==> src/rtl/dlpf_pkg.sv <==
`timescale 1ns / 1ps

package dlpf_pkg;

  // payload bytes carried per packet; this lamp's level sits in byte lamp_id/2
  localparam int unsigned PayloadBytes = 16;
  localparam int unsigned PayloadBits  = PayloadBytes * 8;
  localparam int unsigned ByteIdxW     = (PayloadBytes > 1) ? $clog2(PayloadBytes) : 1;

  localparam logic [15:0] BcastAddr     = 16'hffff;
  localparam int unsigned SeqWindowBits = 28;

  // kind byte layout
  localparam int unsigned ReplyBit      = 7;
  localparam int unsigned FromDimmerBit = 6;

  // command codes, bits 5..0 of kind
  localparam logic [5:0] CmdSetValues   = 6'd0;
  localparam logic [5:0] CmdSetLampId   = 6'd1;
  localparam logic [5:0] CmdWriteConfig = 6'd3;
  localparam logic [5:0] CmdPing        = 6'd8;
  localparam logic [5:0] CmdReset       = 6'd9;
  localparam logic [5:0] CmdUpdateMode  = 6'h3f;

  // update-mode key in payload bytes 0..3
  localparam logic [31:0] UpdateKey = 32'hefbeadde;

  // configuration register indexes
  localparam logic [1:0] RegOwnAddress     = 2'd0;
  localparam logic [1:0] RegInitialLampId  = 2'd1;
  localparam logic [1:0] RegInitialGroupId = 2'd2;

  localparam logic [4:0] NoLevel = 5'h10;

  typedef enum logic [2:0] {
    DROP_NONE    = 3'd0,
    DROP_GROUP   = 3'd1,
    DROP_ADDR    = 3'd2,
    DROP_DIMMER  = 3'd3,
    DROP_SEQ     = 3'd4
  } drop_e;

  typedef struct packed {
    logic [31:0] ping_number;
    logic [7:0]  new_group_id;
    logic [7:0]  new_lamp_id;
    logic [63:0] payload_high;
    logic [63:0] payload_low;
    logic [31:0] sequence_req;
    logic [7:0]  group_id;
    logic [15:0] dest_address;
    logic [7:0]  kind;
  } pkt_t;

  // filter view of the block state
  typedef struct packed {
    logic [15:0] own_address;
    logic [7:0]  group_id_now;
    logic [31:0] last_seq;
  } filt_state_t;

  typedef struct packed {
    logic [31:0] pings_missed;
    logic [31:0] value_packets;
    logic        reply_request;
    logic        update_request;
    logic        reset_request;
    logic        store_request;
    logic [3:0]  level;
    logic        level_update;
    drop_e       drop_reason;
    logic        accepted;
  } res_t;

endpackage

==> src/rtl/dlpf_filter.sv <==
`timescale 1ns / 1ps

module dlpf_filter (
  input  dlpf_pkg::pkt_t        pkt_i,
  input  dlpf_pkg::filt_state_t st_i,
  output dlpf_pkg::drop_e       reason_o
);

  logic        is_bcast;
  logic [31:0] seq_diff;
  logic        seq_ok;

  assign is_bcast = (pkt_i.dest_address == dlpf_pkg::BcastAddr);
  assign seq_diff = pkt_i.sequence_req - st_i.last_seq;

  // forward window 1 .. 2^28-1, anything goes until seeded
  assign seq_ok = (st_i.last_seq == 32'd0) ||
                  ((seq_diff != 32'd0) && (seq_diff[31:dlpf_pkg::SeqWindowBits] == '0));

  always_comb begin
    if (is_bcast && (pkt_i.group_id != st_i.group_id_now)) begin
      reason_o = dlpf_pkg::DROP_GROUP;
    end else if (!is_bcast && (pkt_i.dest_address != st_i.own_address)) begin
      reason_o = dlpf_pkg::DROP_ADDR;
    end else if (pkt_i.kind[dlpf_pkg::FromDimmerBit]) begin
      reason_o = dlpf_pkg::DROP_DIMMER;
    end else if (!seq_ok) begin
      reason_o = dlpf_pkg::DROP_SEQ;
    end else begin
      reason_o = dlpf_pkg::DROP_NONE;
    end
  end

endmodule

==> src/rtl/dimmer_link_packet_filter.sv <==
`timescale 1ns / 1ps

// dimmer link packet filter
// s_axis carries one decoded, crc-checked packet per request, its command
// byte on tuser; m_axis returns exactly one result per packet: accept flag,
// drop reason, level change, request flags and the two running counters.
// cfg_we_i/cfg_idx_i/cfg_data_i write own_address (0), initial_lamp_id (1)
// and initial_group_id (2); the id writes load the live ids at once. write
// only while no packet is in flight.
// path: a packet goes through the input register and then the result
// register before its result shows on m_axis; while the result register
// is full and not taken, the packet waits in the input register.
// throughput: one packet per cycle while m_axis_tready stays high; the
// sequence check, level pick and counter updates are combinational between
// the two registers, so back-to-back packets see each other's state updates.
// stall: while m_axis_tready is low a full result register holds; the input
// register still takes one more packet, then s_axis_tready drops.
// reset: all control, counters and sequence/ping history clear, the level
// history goes to "no level yet", own address and ids go to zero.

module dimmer_link_packet_filter (
  input  logic         clk_i,
  input  logic         rst_ni,
  input  logic         s_axis_tvalid,
  output logic         s_axis_tready,
  // dest_address, group_id, sequence_req, payload_low, payload_high,
  // new_lamp_id, new_group_id, ping_number (from bit 0 up)
  input  logic [231:0] s_axis_tdata,
  // kind
  input  logic [7:0]   s_axis_tuser,
  // accepted, drop_reason, level_update, level, store_request,
  // reset_request, update_request, reply_request, value_packets,
  // pings_missed (from bit 0 up), zero pad to 80 bits
  output logic         m_axis_tvalid,
  input  logic         m_axis_tready,
  output logic [79:0]  m_axis_tdata,
  input  logic         cfg_we_i,
  input  logic [1:0]   cfg_idx_i,
  input  logic [15:0]  cfg_data_i
);

  // input register
  logic           in_valid_q;
  dlpf_pkg::pkt_t in_pkt_q;
  // result register
  logic           out_valid_q;
  dlpf_pkg::res_t out_q, res_d;
  logic           advance;

  // block state
  logic [15:0] own_address_q;
  logic [31:0] last_seq_q, last_seq_d;
  logic [31:0] last_ping_q, last_ping_d;
  logic [31:0] ping_loss_q, ping_loss_d;
  logic [31:0] value_count_q, value_count_d;
  logic [4:0]  prev_level_q, prev_level_d;
  logic [7:0]  lamp_id_q, lamp_id_d;
  logic [7:0]  group_id_q, group_id_d;

  dlpf_pkg::filt_state_t filt_st;
  dlpf_pkg::drop_e       reason;

  logic [5:0]  cmd;
  logic [127:0] payload_all;
  logic [dlpf_pkg::PayloadBytes-1:0][7:0] pay_bytes;
  logic [6:0]  byte_idx;
  logic [7:0]  lamp_byte;
  logic [3:0]  nibble;
  logic        lamp_in_payload;

  // pipeline handshake
  assign advance       = in_valid_q && (!out_valid_q || m_axis_tready);
  assign s_axis_tready = !in_valid_q || advance;
  assign m_axis_tvalid = out_valid_q;
  assign m_axis_tdata  = {3'b000, out_q};

  always_ff @(posedge clk_i or negedge rst_ni) begin
    if (!rst_ni) begin
      in_valid_q  <= 1'b0;
      out_valid_q <= 1'b0;
    end else begin
      if (s_axis_tready) begin
        in_valid_q <= s_axis_tvalid;
      end
      if (advance) begin
        out_valid_q <= 1'b1;
      end else if (m_axis_tready) begin
        out_valid_q <= 1'b0;
      end
    end
  end

  always_ff @(posedge clk_i) begin
    if (s_axis_tready && s_axis_tvalid) begin
      in_pkt_q <= dlpf_pkg::pkt_t'({s_axis_tdata, s_axis_tuser});
    end
    if (advance) begin
      out_q <= res_d;
    end
  end

  // address / group / origin / sequence filter
  assign filt_st.own_address  = own_address_q;
  assign filt_st.group_id_now = group_id_q;
  assign filt_st.last_seq     = last_seq_q;

  dlpf_filter u_filter (
    .pkt_i    (in_pkt_q),
    .st_i     (filt_st),
    .reason_o (reason)
  );

  // level pick for set-values
  assign cmd         = in_pkt_q.kind[5:0];
  assign payload_all = {in_pkt_q.payload_high, in_pkt_q.payload_low};
  assign pay_bytes   = payload_all[dlpf_pkg::PayloadBits-1:0];
  assign byte_idx    = lamp_id_q[7:1];
  assign lamp_in_payload = ({25'd0, byte_idx} < 32'(dlpf_pkg::PayloadBytes));
  assign lamp_byte = pay_bytes[byte_idx[dlpf_pkg::ByteIdxW-1:0]];
  assign nibble    = lamp_id_q[0] ? lamp_byte[7:4] : lamp_byte[3:0];

  always_comb begin
    last_seq_d    = last_seq_q;
    last_ping_d   = last_ping_q;
    ping_loss_d   = ping_loss_q;
    value_count_d = value_count_q;
    prev_level_d  = prev_level_q;
    lamp_id_d     = lamp_id_q;
    group_id_d    = group_id_q;
    res_d         = '0;
    res_d.drop_reason = reason;

    if (reason == dlpf_pkg::DROP_NONE) begin
      res_d.accepted      = 1'b1;
      res_d.reply_request = in_pkt_q.kind[dlpf_pkg::ReplyBit];
      last_seq_d          = in_pkt_q.sequence_req;
      case (cmd)
        dlpf_pkg::CmdSetValues: begin
          if (lamp_in_payload) begin
            if ({1'b0, nibble} != prev_level_q) begin
              prev_level_d       = {1'b0, nibble};
              res_d.level_update = 1'b1;
              res_d.level        = nibble;
            end
            value_count_d = value_count_q + 32'd1;
          end
        end
        dlpf_pkg::CmdSetLampId: begin
          if ((in_pkt_q.new_lamp_id != lamp_id_q) || (in_pkt_q.new_group_id != group_id_q)) begin
            lamp_id_d           = in_pkt_q.new_lamp_id;
            group_id_d          = in_pkt_q.new_group_id;
            res_d.store_request = 1'b1;
          end
        end
        dlpf_pkg::CmdWriteConfig: begin
          res_d.store_request = 1'b1;
        end
        dlpf_pkg::CmdPing: begin
          // reseed on first ping or a ping that went backward
          if ((last_ping_q == 32'd0) || (last_ping_q > in_pkt_q.ping_number)) begin
            last_ping_d = in_pkt_q.ping_number;
          end else if (in_pkt_q.ping_number != last_ping_q) begin
            // gap - 1 == ping + ~last_ping
            ping_loss_d = ping_loss_q + in_pkt_q.ping_number + ~last_ping_q;
            last_ping_d = in_pkt_q.ping_number;
          end
        end
        dlpf_pkg::CmdReset: begin
          res_d.reset_request = 1'b1;
        end
        dlpf_pkg::CmdUpdateMode: begin
          res_d.update_request = (in_pkt_q.payload_low[31:0] == dlpf_pkg::UpdateKey) &&
                                 (in_pkt_q.dest_address != dlpf_pkg::BcastAddr);
        end
        default: begin
        end
      endcase
    end

    res_d.value_packets = value_count_d;
    res_d.pings_missed  = ping_loss_d;
  end

  always_ff @(posedge clk_i or negedge rst_ni) begin
    if (!rst_ni) begin
      own_address_q <= '0;
      last_seq_q    <= '0;
      last_ping_q   <= '0;
      ping_loss_q   <= '0;
      value_count_q <= '0;
      prev_level_q  <= dlpf_pkg::NoLevel;
      lamp_id_q     <= '0;
      group_id_q    <= '0;
    end else begin
      if (advance) begin
        last_seq_q    <= last_seq_d;
        last_ping_q   <= last_ping_d;
        ping_loss_q   <= ping_loss_d;
        value_count_q <= value_count_d;
        prev_level_q  <= prev_level_d;
        lamp_id_q     <= lamp_id_d;
        group_id_q    <= group_id_d;
      end
      // config writes are to come only while idle; the block does not enforce this
      if (cfg_we_i) begin
        case (cfg_idx_i)
          dlpf_pkg::RegOwnAddress:     own_address_q <= cfg_data_i;
          dlpf_pkg::RegInitialLampId:  lamp_id_q     <= cfg_data_i[7:0];
          dlpf_pkg::RegInitialGroupId: group_id_q    <= cfg_data_i[7:0];
          default: begin
          end
        endcase
      end
    end
  end

  // a dropped packet raises nothing
  a_drop_quiet: assert property (@(posedge clk_i) disable iff (!rst_ni)
    out_valid_q && !out_q.accepted |->
      out_q.drop_reason != dlpf_pkg::DROP_NONE && !out_q.level_update &&
      !out_q.store_request && !out_q.reset_request && !out_q.update_request &&
      !out_q.reply_request)
    else $error("dropped packet carries flags");

  a_accept_reason: assert property (@(posedge clk_i) disable iff (!rst_ni)
    out_valid_q |-> out_q.accepted == (out_q.drop_reason == dlpf_pkg::DROP_NONE))
    else $error("accept flag and drop reason disagree");

  // sequence history moves only with a packet
  a_seq_hold: assert property (@(posedge clk_i) disable iff (!rst_ni)
    !advance |=> $stable(last_seq_q))
    else $error("last sequence changed without a packet");

  a_value_step: assert property (@(posedge clk_i) disable iff (!rst_ni)
    advance |=> (value_count_q == $past(value_count_q)) ||
                (value_count_q == $past(value_count_q) + 32'd1))
    else $error("value counter jumped");

  // a held packet stays in the input register
  a_in_hold: assert property (@(posedge clk_i) disable iff (!rst_ni)
    in_valid_q && !advance |=> in_valid_q && $stable(in_pkt_q))
    else $error("input register lost a packet");

endmodule

==> config.mk <==
export PLATFORM = sky130hd
export DESIGN_NAME = dimmer_link_packet_filter
export DESIGN_NICKNAME = d
export VERILOG_FILES = /design/src/rtl/dlpf_pkg.sv /design/src/rtl/dlpf_filter.sv /design/src/rtl/dimmer_link_packet_filter.sv
export SDC_FILE = /design/constraint.sdc
export NUM_CORES = 1
export LEC_CHECK = 0
export BUFFER_PORTS_ARGS = -buffer_cell sky130_fd_sc_hd__buf_2
export CAP_MARGIN = 0
export CELL_PAD_IN_SITES_DETAIL_PLACEMENT = 0
export CELL_PAD_IN_SITES_GLOBAL_PLACEMENT = 1
export CORE_ASPECT_RATIO = 1.5
export CORE_MARGIN = 10
export CORE_UTILIZATION = 47
export CTS_CLUSTER_DIAMETER = 40
export DETAILED_ROUTE_END_ITERATION = 12
export PLACE_DENSITY_LB_ADDON = 0.1
export SLEW_MARGIN = 20
export SYNTH_ARGS = -nofsm -noshare
export SYNTH_HDL_FRONTEND = slang
export SYNTH_SLANG_ARGS = --single-unit
==> constraint.sdc <==
create_clock -name clk_i -period 8.7 [get_ports clk_i]
set_input_delay 0.435 -clock clk_i [delete_from_list [all_inputs] [get_ports clk_i]]
set_output_delay 0.435 -clock clk_i [all_outputs]
set_load 0.02 [all_outputs]
[After elaboration in Yosys (flattened, before gate mapping)]
Index checks and enable logic that the tools add are counted.
Cells by class
  add/subtract/negate cells: 4
  order comparisons: 3
  eq/ne operators: 16
  muxes and demuxes: 35
  bitwise operators: 1
  reductions and logical operators: 30
Operator list (number)
  32-bit 2-to-1 mux: 9
  8-bit 2-to-1 mux: 13
  32-bit adder: 2
  32-bit logical NOT: 2
  32-bit by 1-bit adder with 32-bit output, second input constant: 1
  8-bit binary-select mux with 4-bit select: 1
  32-bit == test, second input constant: 1
  32-bit > comparator: 1
  32-bit != test: 1
  32-bit inverter: 1
  32-bit nonzero test: 1
  32-bit subtractor: 1
  8-bit != test: 3
  16-bit == test, second input constant: 1
  16-bit != test: 1
  16-bit != test, second input constant: 1
  6-bit by 4-bit == test with 1-bit output, second input constant: 2
  3-bit 2-to-1 mux: 4
  4-bit AND reduction: 2
  7-bit by 5-bit < comparator with 1-bit output, second input constant: 1
  6-bit by 1-bit == test with 1-bit output, second input constant: 1
  6-bit by 2-bit == test with 1-bit output, second input constant: 1
  6-bit == test, second input constant: 1
  1-bit logical AND: 6
  17 further kinds: 31
Storage, ports and cells
  register bits: 484
  bits of input ports: 263
  output and inout port bits: 82
  word-level logic and storage cells: 118

[Depth between registers and ports, before layout]
Gate-level depths: netlist of the first run.
  depth after elaboration: 13
  depth in mapped cells: 18
  gate-level depth less buffers: 17

[Hierarchy]
Synthesis of the first run repeated with hierarchy kept, for this count alone.
Second synthesis, totals
  cell total of the unflattened synthesis: 1884
  area, all modules: 23959.2 µm²
By module, submodules not included
  dimmer_link_packet_filter: times used 1, cells each 1600, area each 21948.6 µm², sequential area each 13699.4 µm²
  dlpf_filter: times used 1, cells each 284, area each 2010.7 µm², sequential area each 0.0 µm²

[Worst setup path after synthesis of the first run]
Ideal clock, no wire load.
  path kind: register -> register
  from: register out_valid_q (netlist: m_axis_tvalid)
  to: register in_pkt_q, in the netlist cmd[0] (enable)
  library setup time: 0.630 ns
  arrival: 6.225 ns
  data required time: 8.070 ns
  setup slack: 1.846 ns
  cell stages (with the launch flop): 3
  buffers on the path: 0
  period minus slack after synthesis: 6.854 ns
  path through: dfrtp_1 -> nand3b_1 -> and2_1
Between the ends
  cells in the longest elaborated chain, start to end: 5
Ends and longest elaborated chain
  start, declared: RTL line dimmer_link_packet_filter.sv:46  | logic out_valid_q;
  start signal, assigned: RTL line dimmer_link_packet_filter.sv:80  | out_valid_q <= 1'b0;
  start signal, assigned: RTL line dimmer_link_packet_filter.sv:86  | out_valid_q <= 1'b1;
  start signal, assigned: RTL line dimmer_link_packet_filter.sv:88  | out_valid_q <= 1'b0;
  1-bit logical NOT: RTL line dimmer_link_packet_filter.sv:72  | assign advance = in_valid_q && (!out_valid_q || m_axis_tready);
  1-bit logical OR: RTL line dimmer_link_packet_filter.sv:72
  1-bit logical AND: RTL line dimmer_link_packet_filter.sv:72
  1-bit logical OR: RTL line dimmer_link_packet_filter.sv:73  | assign s_axis_tready = !in_valid_q || advance;
  named net s_axis_tready: RTL line dimmer_link_packet_filter.sv:25  | output logic s_axis_tready,
  1-bit logical AND: RTL line dimmer_link_packet_filter.sv:94  | if (s_axis_tready && s_axis_tvalid) begin
  end signal, assigned: RTL line dimmer_link_packet_filter.sv:95  | in_pkt_q <= dlpf_pkg::pkt_t'({s_axis_tdata, s_axis_tuser});
  end, declared: RTL line dimmer_link_packet_filter.sv:44  | dlpf_pkg::pkt_t in_pkt_q;
The timed path passes the listed nets, and every way through them passes these cells.
A chain may end at the register's enable or synchronous reset.

[Worst setup path after layout of the first run]
  from: register last_seq_q[20]
  to: register out_q, in the netlist m_axis_tdata[62], data pin
Between the ends
  cells in the longest elaborated chain, start to end: 10
  elaborated cells between the ends (all ways): 12
  classes of those cells: add/sub: 1; mux: 5; reduce/logical: 6
Ends and longest elaborated chain
  start, declared: RTL line dimmer_link_packet_filter.sv:52  | logic [31:0] last_seq_q, last_seq_d;
  start signal, assigned: RTL line dimmer_link_packet_filter.sv:196  | last_seq_q <= last_seq_d;
  32-bit subtractor: RTL line dlpf_filter.sv:14  | assign seq_diff = pkt_i.sequence_req - st_i.last_seq;
  32-bit nonzero test / 4-bit logical NOT (equally long branches): RTL line dlpf_filter.sv:18  | ((seq_diff != 32'd0) && (seq_diff[31:dlpf_pkg::SeqWindowBits] == '0));
  1-bit logical AND: RTL line dlpf_filter.sv:18
  1-bit logical OR (*): RTL line dlpf_filter.sv:17  | assign seq_ok = (st_i.last_seq == 32'd0) ||
  3-bit 2-to-1 mux (*): RTL line dlpf_filter.sv:27  | end else if (!seq_ok) begin
  3-bit 2-to-1 mux (*): RTL line dlpf_filter.sv:25  | end else if (pkt_i.kind[dlpf_pkg::FromDimmerBit]) begin
  3-bit 2-to-1 mux (*): RTL line dlpf_filter.sv:23  | end else if (!is_bcast && (pkt_i.dest_address != st_i.own_address)) begin
  3-bit 2-to-1 mux (*): RTL line dlpf_filter.sv:21  | if (is_bcast && (pkt_i.group_id != st_i.group_id_now)) begin
  3-bit logical NOT (*): RTL line dimmer_link_packet_filter.sv:133  | if (reason == dlpf_pkg::DROP_NONE) begin
  32-bit 2-to-1 mux (*): RTL line dimmer_link_packet_filter.sv:133
  named net ping_loss_d[17]: RTL line dimmer_link_packet_filter.sv:54  | logic [31:0] ping_loss_q, ping_loss_d;
  end signal, assigned: RTL line dimmer_link_packet_filter.sv:98  | out_q <= res_d;
  end, declared: RTL line dimmer_link_packet_filter.sv:47  | dlpf_pkg::res_t out_q, res_d;
Mark *: on every way through the listed nets, which the timed path passes. The rest lies on a longest branch.

==> results of run 1 <==
worst max-delay path, delay by kind of cell, from the launching register on:
kind,cells,cell delay [ns]
compound gates,4,1.83
flops,1,0.37
buf+inv,3,0.46
xor+xnor,1,0.20
fa+ha+maj,1,0.43
simple gates,5,1.95
mux,1,0.42
layout by cell type, fill, tap and decap left out, drive strengths merged, types with 10 or more instances in the layout:
| cell type | count |
|---|---|
| edfxtp | 317 |
| o31a | 15 |
| xor2 | 30 |
| nand2b | 14 |
| nand3 | 55 |
| xnor2 | 118 |
| nand2 | 75 |
| fa | 32 |
| o211ai | 11 |
| ha | 94 |
| mux2 | 141 |
| a21o | 21 |
| a21oi | 72 |
| o21a | 13 |
| mux4 | 40 |
| o21ai | 52 |
| dfrtp | 166 |
| mux2i | 10 |
| clkinv | 17 |
| clkbuf | 65 |
| o22a | 15 |
| nand4 | 61 |
| nor2b | 17 |
| and3 | 27 |
| or3 | 14 |
| a41o | 17 |
| inv | 186 |
| and2 | 16 |
| nor4 | 32 |
| dlygate4sd3 | 238 |
| nor3 | 21 |
| nor2 | 62 |
| buf | 351 |
how the worst min path moves through the flow:
stage,start,end,slack [ns],cells after the start
after floorplan,rst_ni,group_id_q[0],0.14,0
after global placement,rst_ni,ping_loss_q[19],0.40,1
after detailed placement,rst_ni,ping_loss_q[19],0.42,1
after CTS,s_axis_tdata[41],in_pkt_q[49],0.001,1
after global routing,s_axis_tdata[185],in_pkt_q[193],0.003,1
final,s_axis_tdata[185],in_pkt_q[193],0.03,1
per-stage QoR:
step	std cells	power, mW
after global routing	3233	6.21
after global placement	2885	3.48
after detailed placement	2885	3.49
after CTS	3229	6.03
final	3234	5.98
after floorplan	1923	3.21
cells by family (layout without fill, tap and decap cells):
| family | count (synthesis) | in the layout | share of synthesized area [%] |
|---|---|---|---|
| buf+inv | 246 | 870 | 4.07 |
| mux | 191 | 191 | 10.8 |
| simple gates | 431 | 431 | 9.38 |
| fa+ha+maj | 126 | 126 | 7.27 |
| compound gates | 294 | 294 | 8.40 |
| xor+xnor | 148 | 148 | 5.19 |
| flops | 484 | 484 | 54.9 |
| other cells | 1 | 8 | 0.0150 |
state kept, by name (all words and copies together) (netlist names), 6 cells and up:
name,count
in_pkt_q,234
m_axis_tdata,77
last_ping_q,32
last_seq_q,32
ping_loss_q,32
value_count_q,32
own_address_q,16
group_id_q,8
lamp_id_q,8
cmd,6
repair_timing:
item	4_1_cts	5_1_grt
buffers inserted	0	0
hold endpoints to repair	282	0
hold buffers	238	0
layout make-up:
| cell class | instances | area [sq um] |
|---|---|---|
| repair buffers | 589 | 4180 |
| diodes | 5 | 12.5 |
| clock inverters | 41 | 472 |
| inverters | 175 | 659 |
| flip-flops and latches | 484 | 13700 |
| well taps | 682 | 853 |
| clock buffers | 65 | 1480 |
| multi-input cells | 1193 | 10300 |
| fillers | 4161 | 20900 |
power groups by stage:
stage / clock [mW] / sequential [mW] / combinational, mW
after floorplan: 0 / 2.74 / 0.475
after global placement: 0 / 2.72 / 0.756
after detailed placement: 0 / 2.73 / 0.759
after CTS: 2.50 / 2.68 / 0.847
after global routing: 2.59 / 2.70 / 0.921
final: 2.46 / 2.68 / 0.843
routing by layer:
metal / vias up / wire length, microns / share of wire [%] / global-route usage [%]
li1: 8339 / - / - / -
met1: 8764 / 28400 / 39 / 26.3
met2: 537 / 38800 / 53 / 41.8
met3: 102 / 3740 / 5.1 / 4.44
met4: 2 / 1900 / 2.6 / 6.57
met5: - / 13 / 0.018 / 0
==> summary.txt, run 1 <==
Placed design
  • HPWL after detailed placement: 51.5 mm
  • I/O Buffers: 341
  • Pre-CTS WS: 2.80 ns
  • Gpl congestion: 0.867
  • Post-DP Area: 0.0273 sq mm

Final layout
  • Area grow syn2layout: 26.7%
  • Post-route cell area: 0.0316 sq mm
  • Nets: 2,888
  • Share of cells above drive strength 1: 25.1%
  • Layout Utilization: 60.2%

Synthesis
  • Yosys cell types: 84
  • Async set-reset flop share out of synthesis: 34.5%
  • FF+latch count, synth: 484
  • Synth top area cells: edfxtp_1 38%, dfrtp_1 17%, ha_1 4.7%
  • Synth Instances: 1,921
  • Commonest cells post-synth: 317 x edfxtp_1, 173 x inv_1, 166 x dfrtp_1
  • Seq/Total Area, Yosys: 54.9%
  • EDFF count, synth: 317
  • Synth top area share: 38.1%
  • Syn avg cell area: 13.0 sq um
  • Most common cell in the netlist: edfxtp_1
  • Ys flop type: edfxtp_1
  • Synth area leader: edfxtp_1
  • Post-Syn Area: 0.0250 sq mm
  • Synthesis warning total: 0

Global route
  • Vias in the first global route: 19,182
  • Antenna violations before repair: 6
  • First-pass GRT wire length: 113 mm
  • Gr usage total: 22.7%
  • GRT overflow: 0
  • Largest net degree at the start of global routing: 179

Critical path
  • Setup CP Type: reg -> reg
  • Reg-to-reg startpoint: last_seq_q[20]
  • Crit path launch type: flip-flop
  • Worst R2R End: m_axis_tdata[62]
  • Worst Reg2Reg Path Length in Cells: 15
  • Slowest stage delay, CP: 0.85 ns
  • Flop2flop setup slack: 2.71 ns
  • Worst Path Arrival: 6.36 ns
  • Crit path launch: last_seq_q[20]
  • Crit-path cells: inv_1, ha_1, a21oi_1, nand2_1, o32ai_1, o311ai_4, xor2_1, a2111oi_0, nand4_1, nor4_2, or3_4, inv_2, buf_4, nand2_2, mux2_2
  • Data required, critical path: 9.07 ns
  • Critical path's slowest cell: nand2_2
  • Setup crit end: m_axis_tdata[62]
  • Setup crit end kind: flip-flop
  • Critical path fanouts, max: 93

Timing
  • Worst Hold Slack: 0.0312 ns
  • Worst Skew: 0.0399 ns
  • Fmax: 0.167 GHz
  • Final period util: 68.9%
  • Final hold violation count: 0
  • Setup ws final: 2.71 ns
  • Worst-margin pin slew: 1.08 ns
  • Post-route minimum period: 5.99 ns
  • Slew HR: 27.7%
  • Setup TNS: 0 ns
  • Setup-failing EPs final: 0
  • Max-slew violation count: 0
  • Unrepaired setup endpoints after global routing: no

Power and ir drop
  • Sw frac: 26.6%
  • P_sw: 1.59 mW
  • Seq pwr share: 44.9%
  • Comb pwr share: 14.1%
  • Peak VDD IR: 0.000235 V
  • P_int: 4.39 mW
  • Clk pwr share: 41.1%
  • Leak: 13.3 nW
  • Power density over the cells: 189 mW/mm^2

Routing
  • Vias: 17,744
  • Wirelength, routed: 72.8 mm
  • Number of routed nets with antenna violations: 0
  • DR iter-0 viols: 1,084
  • Drt first pass iters: 5
  • DR vias/cell: 5.49
  • DR DRC count: 0
  • WL/cell: 22.5 microns

Floorplanning
  • Core footprint: 0.0526 sq mm
  • Die W: 208 microns
  • Row cnt: 103
  • IO Pins: 345
  • Initial Util: 47.5%
  • Die Height: 302 microns
  • Die Area: 0.0629 sq mm

Clock tree
  • CTS tree: yes
  • Clock transition at path regs: 0.06 ns
  • H-Tree Depth: 2
  • Post-CTS resize count: 0
  • Clock Tree Buf Depth: 3
  • Num CTS Buffers: 56
  • Clock Latency Late Sink: 0.64 ns
  • Clock Sinks: 484
  • Root Buffer: clkbuf_16

Outcome
  • Status: finished, final reports clean

Run
  • Max Cap Violations: 0

Min path
  • Hold WC Path Type: in -> reg
Power figures use the tool's default switching activity.
==> run 2: changes to the inputs <==
--- a/config.mk
+++ b/config.mk
@@ -5,13 +5,14 @@
 export SDC_FILE = /design/constraint.sdc
 export NUM_CORES = 1
 export LEC_CHECK = 0
+export ABC_AREA = 1
 export BUFFER_PORTS_ARGS = -buffer_cell sky130_fd_sc_hd__buf_2
 export CAP_MARGIN = 0
 export CELL_PAD_IN_SITES_DETAIL_PLACEMENT = 0
 export CELL_PAD_IN_SITES_GLOBAL_PLACEMENT = 1
 export CORE_ASPECT_RATIO = 1.5
 export CORE_MARGIN = 10
-export CORE_UTILIZATION = 47
+export CORE_UTILIZATION = 40
 export CTS_CLUSTER_DIAMETER = 40
 export DETAILED_ROUTE_END_ITERATION = 12
 export PLACE_DENSITY_LB_ADDON = 0.1
==> constraint.sdc (replaced) <==
create_clock -name clk_i -period 5.3 [get_ports clk_i]
set_input_delay 0.265 -clock clk_i [delete_from_list [all_inputs] [get_ports clk_i]]
set_output_delay 0.265 -clock clk_i [all_outputs]
set_load 0.02 [all_outputs]
==> run 2 against run 1 <==
Against the previous run: clock skew fell by 0.0018 ns; worst setup slack worse by 1.4 ns; worst hold slack improved by 0.042 ns; design area is 6.1% higher; die area up 22%.
==> summary.txt, run 2 <==
Floorplanning
  • Die Height: 334 microns (+11%)
  • IO Pins: 345 (unchanged)
  • Row cnt: 115 (+12%)
  • Die Area: 0.0767 sq mm (+22%)
  • Die W: 230 microns (+10%)
  • Core footprint: 0.0655 sq mm (+25%)
  • Initial Util: 40.2% (-7.3 points)

Placed design
  • HPWL after detailed placement: 59.3 mm (+15%)
  • Gpl congestion: 0.895 (+3.2%)
  • I/O Buffers: 341 (unchanged)

Outcome
  • Status: finished, final reports clean

Critical path
  • Critical path's slowest cell: buf_4
  • Worst Path Arrival: 4.57 ns (-1.79 ns)
  • Most used cell, CP: nand2_1
  • Data required, critical path: 5.85 ns (-3.22 ns)
  • Slowest stage delay, CP: 0.54 ns (-0.31 ns)
  • Setup crit end kind: flip-flop
  • Critical path fanouts, max: 65 (-30%)
  • Crit path launch type: flip-flop
  • Largest delay share family, worst path: simple AND/OR/NAND/NOR gates
  • Setup CP Type: reg -> reg
  • Crit-path cells: inv_1, ha_1, nand2_1, inv_1, nand2_1, nor2_1, and3_1, nand2_1, nand2_1, nand2_1, nand2_1, nor2_1, nand2_1, nor2_1, nand2_1, nand2_2, nand2_2, nand2_4, nor2_4, buf_4, nand3_1, o21ai_0
  • Crit path buffers/inverters: 3 (unchanged)

Synthesis
  • Compound-Gate Fraction of Synth Area: 10.6% (+2.2 points)
  • Synthesis warning total: 0 (unchanged)
  • Syn avg cell area: 9.10 sq um (-30%)
  • Largest family of logic cells by synthesized area: simple AND/OR/NAND/NOR gates
  • Post-Syn Area: 0.0263 sq mm (+5.4%)
  • EDFF count, synth: 317 (unchanged)
  • Post-Synth Simple-Gate Area: 19.6% (+10 points)
  • Seq/Total Area, Yosys: 52.0% (-2.8 points)
  • FF+latch count, synth: 484 (unchanged)
  • Ys flop type: edfxtp_1
  • Commonest cells post-synth: 736 x nand2_1, 405 x inv_1, 317 x edfxtp_1
  • Async set-reset flop share out of synthesis: 34.5% (unchanged)
  • Synth top area cells: edfxtp_1 36%, dfrtp_1 16%, nand2_1 10%
  • XOR/XNOR Fraction of Synth Area: 2.69% (-2.5 points)
  • Synth top area share: 36.1% (-2.0 points)
  • Most common cell in the netlist: nand2_1
  • Yosys cell types: 57 (-32%)
  • Synth Instances: 2,893 (+51%)
  • Synth area leader: edfxtp_1
  • Mux contribution to synthesized area: 0.641% (-10 points)
  • Adder-cell share of the synthesized area: 6.90% (-0.38 points)

Final layout
  • Commonest non-fill, non-tap cell in the layout: nand2_1
  • Number of flip-flops in the largest register: 234 (unchanged)
  • Reg with most FFs: in_pkt_q
  • Area grow syn2layout: 27.5%
  • Filler Cell Count: 6,033 (+45%)
  • Layout Utilization: 51.3% (-8.9 points)
  • Highest-count cells in the layout ignoring fill and taps: 736 x nand2_1, 403 x inv_1, 340 x buf_2
  • Nets: 3,887 (+35%)
  • Share of cells above drive strength 1: 16.3% (-8.8 points)

Routing
  • WL/cell: 18.3 microns (-19%)
  • Wirelength, routed: 81.1 mm (+11%)
  • Number of routed nets with antenna violations: 0 (unchanged)
  • DR vias/cell: 4.89 (-11%)
  • DR DRC count: 0 (unchanged)
  • DR iter-0 viols: 1,257 (+16%)
  • Drt first pass iters: 8 (+3)
  • Vias: 21,711 (+22%)

Timing
  • Setup-failing EPs final: 0 (unchanged)
  • Final hold violation count: 0 (unchanged)
  • Slew HR: 30.4% (+2.7 points)
  • Max-slew violation count: 0 (unchanged)
  • Post-route minimum period: 4.02 ns (-1.97 ns)
  • Worst-margin pin slew: 1.04 ns (-0.0496 ns)
  • Final period util: 75.9% (+7.0 points)
  • Worst Skew: 0.0381 ns (-0.00181 ns)
  • Unrepaired setup endpoints after global routing: no
  • Worst Hold Slack: 0.0732 ns (+0.0420 ns)
  • Fmax: 0.249 GHz (+49%)
  • Setup TNS: 0 ns (unchanged)

Global route
  • First-pass GRT wire length: 127 mm (+13%)
  • GRT overflow: 0 (unchanged)
  • Largest net degree at the start of global routing: 105 (-41%)
  • Gr usage total: 21.0% (-1.8 points)
  • Antenna violations before repair: 16 (+10)
  • Vias in the first global route: 22,941 (+20%)

Power and ir drop
  • Peak VDD IR: 0.000314 V (+34%)
  • Total chip power: 11.4 mW (+91%)
  • Power density over the cells: 341 mW/mm^2 (+80%)
  • Leak: 15.2 nW (+14%)

Clock tree
  • Root Buffer: clkbuf_16
  • Clock Sinks: 484 (unchanged)
  • H-Tree Depth: 2 (unchanged)
  • CTS tree: yes
  • Clock Tree Buf Depth: 3 (unchanged)
  • Clock Latency Late Sink: 0.66 ns (+0.02 ns)
  • Post-CTS resize count: 0 (unchanged)
  • Num CTS Buffers: 61 (+8.9%)
  • Clock transition at path regs: 0.06 ns (about the same)

Min path
  • Hold WC Path Type: in -> reg

Run
  • Max Cap Violations: 0 (unchanged)
==> run 2: cell count changes after synthesis, moves of 40 or more <==
| cell | change |
|---|---|
| nor2_1 | +189 |
| mux2_2 | -76 |
| nand2_1 | +663 |
| xnor2_1 | -87 |
| o21ai_2 | +67 |
| o21ai_0 | +155 |
| mux4_2 | -40 |
| inv_1 | +232 |
| nand3_1 | +41 |
==> run 2: power by group <==
part	internal [mW]	switching, mW
logic	0.853	1.54
clock network	2.44	1.78
registers	4.56	0.274
==> run 2: final cells by class <==
type                            count  area (sq um)  area share [%]
Sequential cell                   484         13700            40.8
Antenna cell                       10          25.0          0.0745
Inverter                          412          1560            4.63
Clock buffer                       75          1640            4.89
Multi-Input combinational cell   1920         10700            31.8
Tap cell                          877          1100            3.27
Clock inverter                     39           418            1.24
Timing Repair Buffer              619          4460            13.3
==> run 2: what timing repair did <==
| item | in CTS | in global routing |
|---|---|---|
| hold buffers | 261 | 0 |
| endpoints found under the hold margin | 349 | 0 |
| buffers inserted | 0 | 0 |
==> run 2: kinds of logic (layout without fill, tap and decap cells) <==
family,after synthesis,after routing
AO/OA/AOI/OAI,460,460
other,1,13
multiplexers,15,15
AND/OR/NAND/NOR,1235,1235
adder cells (fa/ha/maj),126,126
buffers and inverters,491,1145
flip-flops,484,484
XOR/XNOR,81,81
==> run 2: worst paths after layout <==
kind / end / slack [ns] / from / depth (start not counted)
worst min register to register: prev_level_q[4] / 0.47 / prev_level_q[4] / 2
worst max register to register: prev_level_q[2] / 1.28 / last_seq_q[24] / 22
min in group asynchronous: last_ping_q[18] / 0.19 / rst_ni / 2
worst max-delay path: prev_level_q[2] / 1.28 / last_seq_q[24] / 22
max in group asynchronous: last_seq_q[12] / 3.73 / rst_ni / 3
worst min-delay path: group_id_q[4] / 0.07 / cfg_idx_i[0] / 5
==> run 2: tightest hold or removal path: stages <==
cell and delay [ns]:
buf_2 0.11, nor2_1 0.06, nand3_1 0.15, nand2_1 0.07
inv_1 0.04
==> run 2: layer usage <==
layer	track usage (%)	vias up	wire, microns
met3	4.63	150	4400
met2	38.3	531	42000
li1	-	10820	-
met1	23.2	10198	31500
met4	8.15	12	3040
met5	0	-	82
==> run 2: through the flow <==
stage | setup slack (ns) | cells | instance area (sq um)
after detailed placement | 1.22 | 4051 | 28900
after floorplan | 0.401 | 2895 | 26300
after CTS | 1.21 | 4426 | 33500
after global placement | 1.20 | 4051 | 28900
final | 1.28 | 4436 | 33600
after global routing | 0.725 | 4436 | 33600
==> run 3: changes to the inputs <==
--- a/config.mk
+++ b/config.mk
@@ -12,7 +12,7 @@
 export CELL_PAD_IN_SITES_GLOBAL_PLACEMENT = 1
 export CORE_ASPECT_RATIO = 1.5
 export CORE_MARGIN = 10
-export CORE_UTILIZATION = 40
+export CORE_UTILIZATION = 45
 export CTS_CLUSTER_DIAMETER = 40
 export DETAILED_ROUTE_END_ITERATION = 12
 export PLACE_DENSITY_LB_ADDON = 0.1
==> constraint.sdc (replaced) <==
create_clock -name clk_i -period 4.2 [get_ports clk_i]
set_input_delay 0.21 -clock clk_i [delete_from_list [all_inputs] [get_ports clk_i]]
set_output_delay 0.21 -clock clk_i [all_outputs]
set_load 0.02 [all_outputs]
==> run 3 against run 2 <==
Against the previous run: flip-flop and latch count stayed put; design area up 0.67%; power rose by 29%; die area decreased by 10%; global-route usage up 2.1 points; non-clock buffer count is 16 higher; clock skew up 0.017 ns; clock-buffer cell count shrank 9; first-iteration DRC count increased by 17%; worst setup slack worse by 0.76 ns.
==> summary.txt, run 3 (same netlist as run 2, synthesis figures left out) <==
Min path
  • Worst Hold Depth: 6 (+1)
  • Hold path endpoint: group_id_q[4]
  • Hold WC Path Type: in -> reg
  • HP Start: cfg_idx_i[1]

Critical path
  • Worst Reg2Reg Path Length in Cells: 23 (+4.5%)
  • Largest delay share family, worst path: adder cells
  • Crit-path cells: inv_1, fa_1, inv_1, ha_1, inv_1, fa_1, o21ai_0, buf_4, a21oi_1, o21ai_0, nand2_1, nand3_1, nand2_1, nand3_1, nand2_1, nand2_1, nand2_1, nand2_1, nand2_1, nand2_1, o21ai_0, nand2_1, o21ai_0
  • Critical path's slowest cell: fa_1
  • Flop2flop setup slack: 0.52 ns (-0.76 ns)
  • Reg-to-reg startpoint: in_pkt_q[209]
  • Worst Path Arrival: 4.18 ns (-0.39 ns)
  • Slowest stage delay, CP: 0.46 ns (-0.08 ns)
  • Setup crit end kind: flip-flop
  • Crit path launch type: flip-flop
  • Most used cell, CP: nand2_1
  • Worst R2R End: ping_loss_q[27]
  • Data required, critical path: 4.69 ns (-1.16 ns)
  • Crit path buffers/inverters: 4 (+1)
  • Setup CP Type: reg -> reg
  • Critical path fanouts, max: 4 (-94%)

Routing
  • WL/cell: 18.5 microns (+0.98%)
  • DR DRC count: 0 (unchanged)
  • Vias: 22,117 (+1.9%)
  • Number of routed nets with antenna violations: 0 (unchanged)
  • DR iter-0 viols: 1,465 (+17%)
  • DR vias/cell: 5.09 (+4.0%)
  • Wirelength, routed: 80.1 mm (-1.1%)
  • Drt first pass iters: 6 (-2)

Clock tree
  • Setup Fix Bufs, Post-CTS: 0 (unchanged)
  • Clock Tree Buf Depth: 3 (unchanged)
  • Num CTS Buffers: 61 (unchanged)
  • Clock transition at path regs: 0.06 ns (about the same)
  • CTS tree: yes
  • H-Tree Depth: 2 (unchanged)
  • Clock Latency Late Sink: 0.66 ns (about the same)
  • Clock Sinks: 484 (unchanged)
  • Root Buffer: clkbuf_16

Power and ir drop
  • Peak VDD IR: 0.000395 V (+26%)
  • Power density over the cells: 437 mW/mm^2 (+28%)
  • Leak: 15.3 nW (+0.99%)

Global route
  • GRT overflow: 0 (unchanged)
  • Largest net degree at the start of global routing: 201 (+91%)
  • Antenna violations before repair: 10 (-6)
  • Gr usage total: 23.1% (+2.1 points)
  • Vias in the first global route: 23,217 (+1.2%)
  • First-pass GRT wire length: 126 mm (-0.99%)

Floorplanning
  • Row cnt: 108 (-6.1%)
  • Core footprint: 0.0580 sq mm (-11%)
  • Initial Util: 45.4% (+5.2 points)
  • Die W: 218 microns (-5.2%)
  • Die Height: 316 microns (-5.4%)
  • Die Area: 0.0688 sq mm (-10%)
  • IO Pins: 345 (unchanged)

Final layout
  • Number of flip-flops in the largest register: 234 (unchanged)
  • Highest-count cells in the layout ignoring fill and taps: 735 x nand2_1, 403 x inv_1, 340 x buf_2
  • Nets: 3,903 (+0.41%)
  • Commonest non-fill, non-tap cell in the layout: nand2_1
  • Post-route cell area: 0.0338 sq mm (+0.67%)
  • Share of cells above drive strength 1: 16.9% (+0.59 points)
  • Layout Utilization: 58.3% (+7.0 points)
  • Area grow syn2layout: 28.3%
  • Finished Layout Cells: 4,344 (-2.1%)
  • Reg with most FFs: in_pkt_q

Timing
  • Final period util: 87.7% (+12 points)
  • Max-slew violation count: 0 (unchanged)
  • Setup-failing EPs final: 0 (unchanged)
  • Final hold violation count: 0 (unchanged)
  • Setup ws final: 0.516 ns (-0.764 ns)
  • Worst-margin pin slew: 0.898 ns (-0.137 ns)
  • Worst Skew: 0.0549 ns (+0.0168 ns)
  • Post-route minimum period: 3.68 ns (-0.336 ns)
  • Fmax: 0.271 GHz (+9.1%)
  • Worst Hold Slack: 0.0255 ns (-0.0477 ns)
  • Unrepaired setup endpoints after global routing: no
  • Slew HR: 39.8% (+9.4 points)

Run
  • Max Cap Violations: 0 (unchanged)

Placed design
  • Dpl cells: 3,957 (-2.3%)
  • HPWL after detailed placement: 57.7 mm (-2.7%)
  • Post-DP Area: 0.0289 sq mm (+0.16%)
  • Pre-CTS WS: 0.478 ns (-0.745 ns)
  • Gpl congestion: 0.895 (about the same)
  • I/O Buffers: 341 (unchanged)

Outcome
  • Status: finished, final reports clean
[run 3: layout make-up]
type	count	area [sq um]
Inverter	412	1560
Clock buffer	66	1550
Fill cell	4934	24200
Tap cell	770	963
Timing Repair Buffer	635	4660
Clock inverter	50	659
Antenna cell	7	17.5
Sequential cell	484	13700
Multi-Input combinational cell	1920	10700
[run 3: worst max-delay path by stage]
stage	to	cells after the start	startpoint	slack, ns
6_report	ping_loss_q[27]	23	in_pkt_q[209]	0.52
5_1_grt	ping_loss_q[27]	23	in_pkt_q[209]	0.13
4_1_cts	ping_loss_q[27]	23	in_pkt_q[209]	0.45
3_5_place_dp	ping_loss_q[27]	23	in_pkt_q[209]	0.48
3_3_place_gp	ping_loss_q[27]	23	in_pkt_q[209]	0.54
2_1_floorplan	cmd[0]	3	m_axis_tvalid	-0.44
[run 3: what timing repair did]
action | 4_1_cts | 5_1_grt
endpoints found under the setup margin | 0 | 0
resized for setup | 0 | 0
endpoints found under the hold margin | 347 | 0
hold buffers | 263 | 0
[run 3: routing by layer]
metal | global-route usage [%] | vias up | part of all wire (%)
met3 | 4.66 | 157 | 5.8
li1 | - | 10842 | -
met2 | 42.2 | 661 | 52
met5 | 0 | - | 0.035
met1 | 25.7 | 10451 | 38
met4 | 9.32 | 6 | 3.9
[run 3: worst reg2reg max path, cell delays in order (launching register included)]
cell      delay [ns]
edfxtp_1        0.37
inv_1           0.17
fa_1            0.41
inv_1           0.07
ha_1            0.14
inv_1           0.06
fa_1            0.46
o21ai_0         0.20
buf_4           0.17
a21oi_1         0.09
o21ai_0         0.40
nand2_1         0.15
nand3_1         0.10
nand2_1         0.05
nand3_1         0.12
nand2_1         0.07
nand2_1         0.06
nand2_1         0.04
nand2_1         0.05
nand2_1         0.04
nand2_1         0.04
o21ai_0         0.11
nand2_1         0.07
o21ai_0         0.09
[run 3: stage by stage]
step | total power, mW | setup TNS (ns)
after global routing | 15.5 | 0
after detailed placement | 9.04 | 0
final | 14.8 | 0
after global placement | 8.99 | 0
after floorplan | 8.02 | -105.81
after CTS | 14.9 | 0
[run 3: power by group]
group	internal (mW)	switching, mW	total [mW]	leakage (nW)
logic	1.11	1.94	3.04	9.13
clock network	3.26	2.35	5.61	1.05
registers	5.75	0.353	6.11	5.15
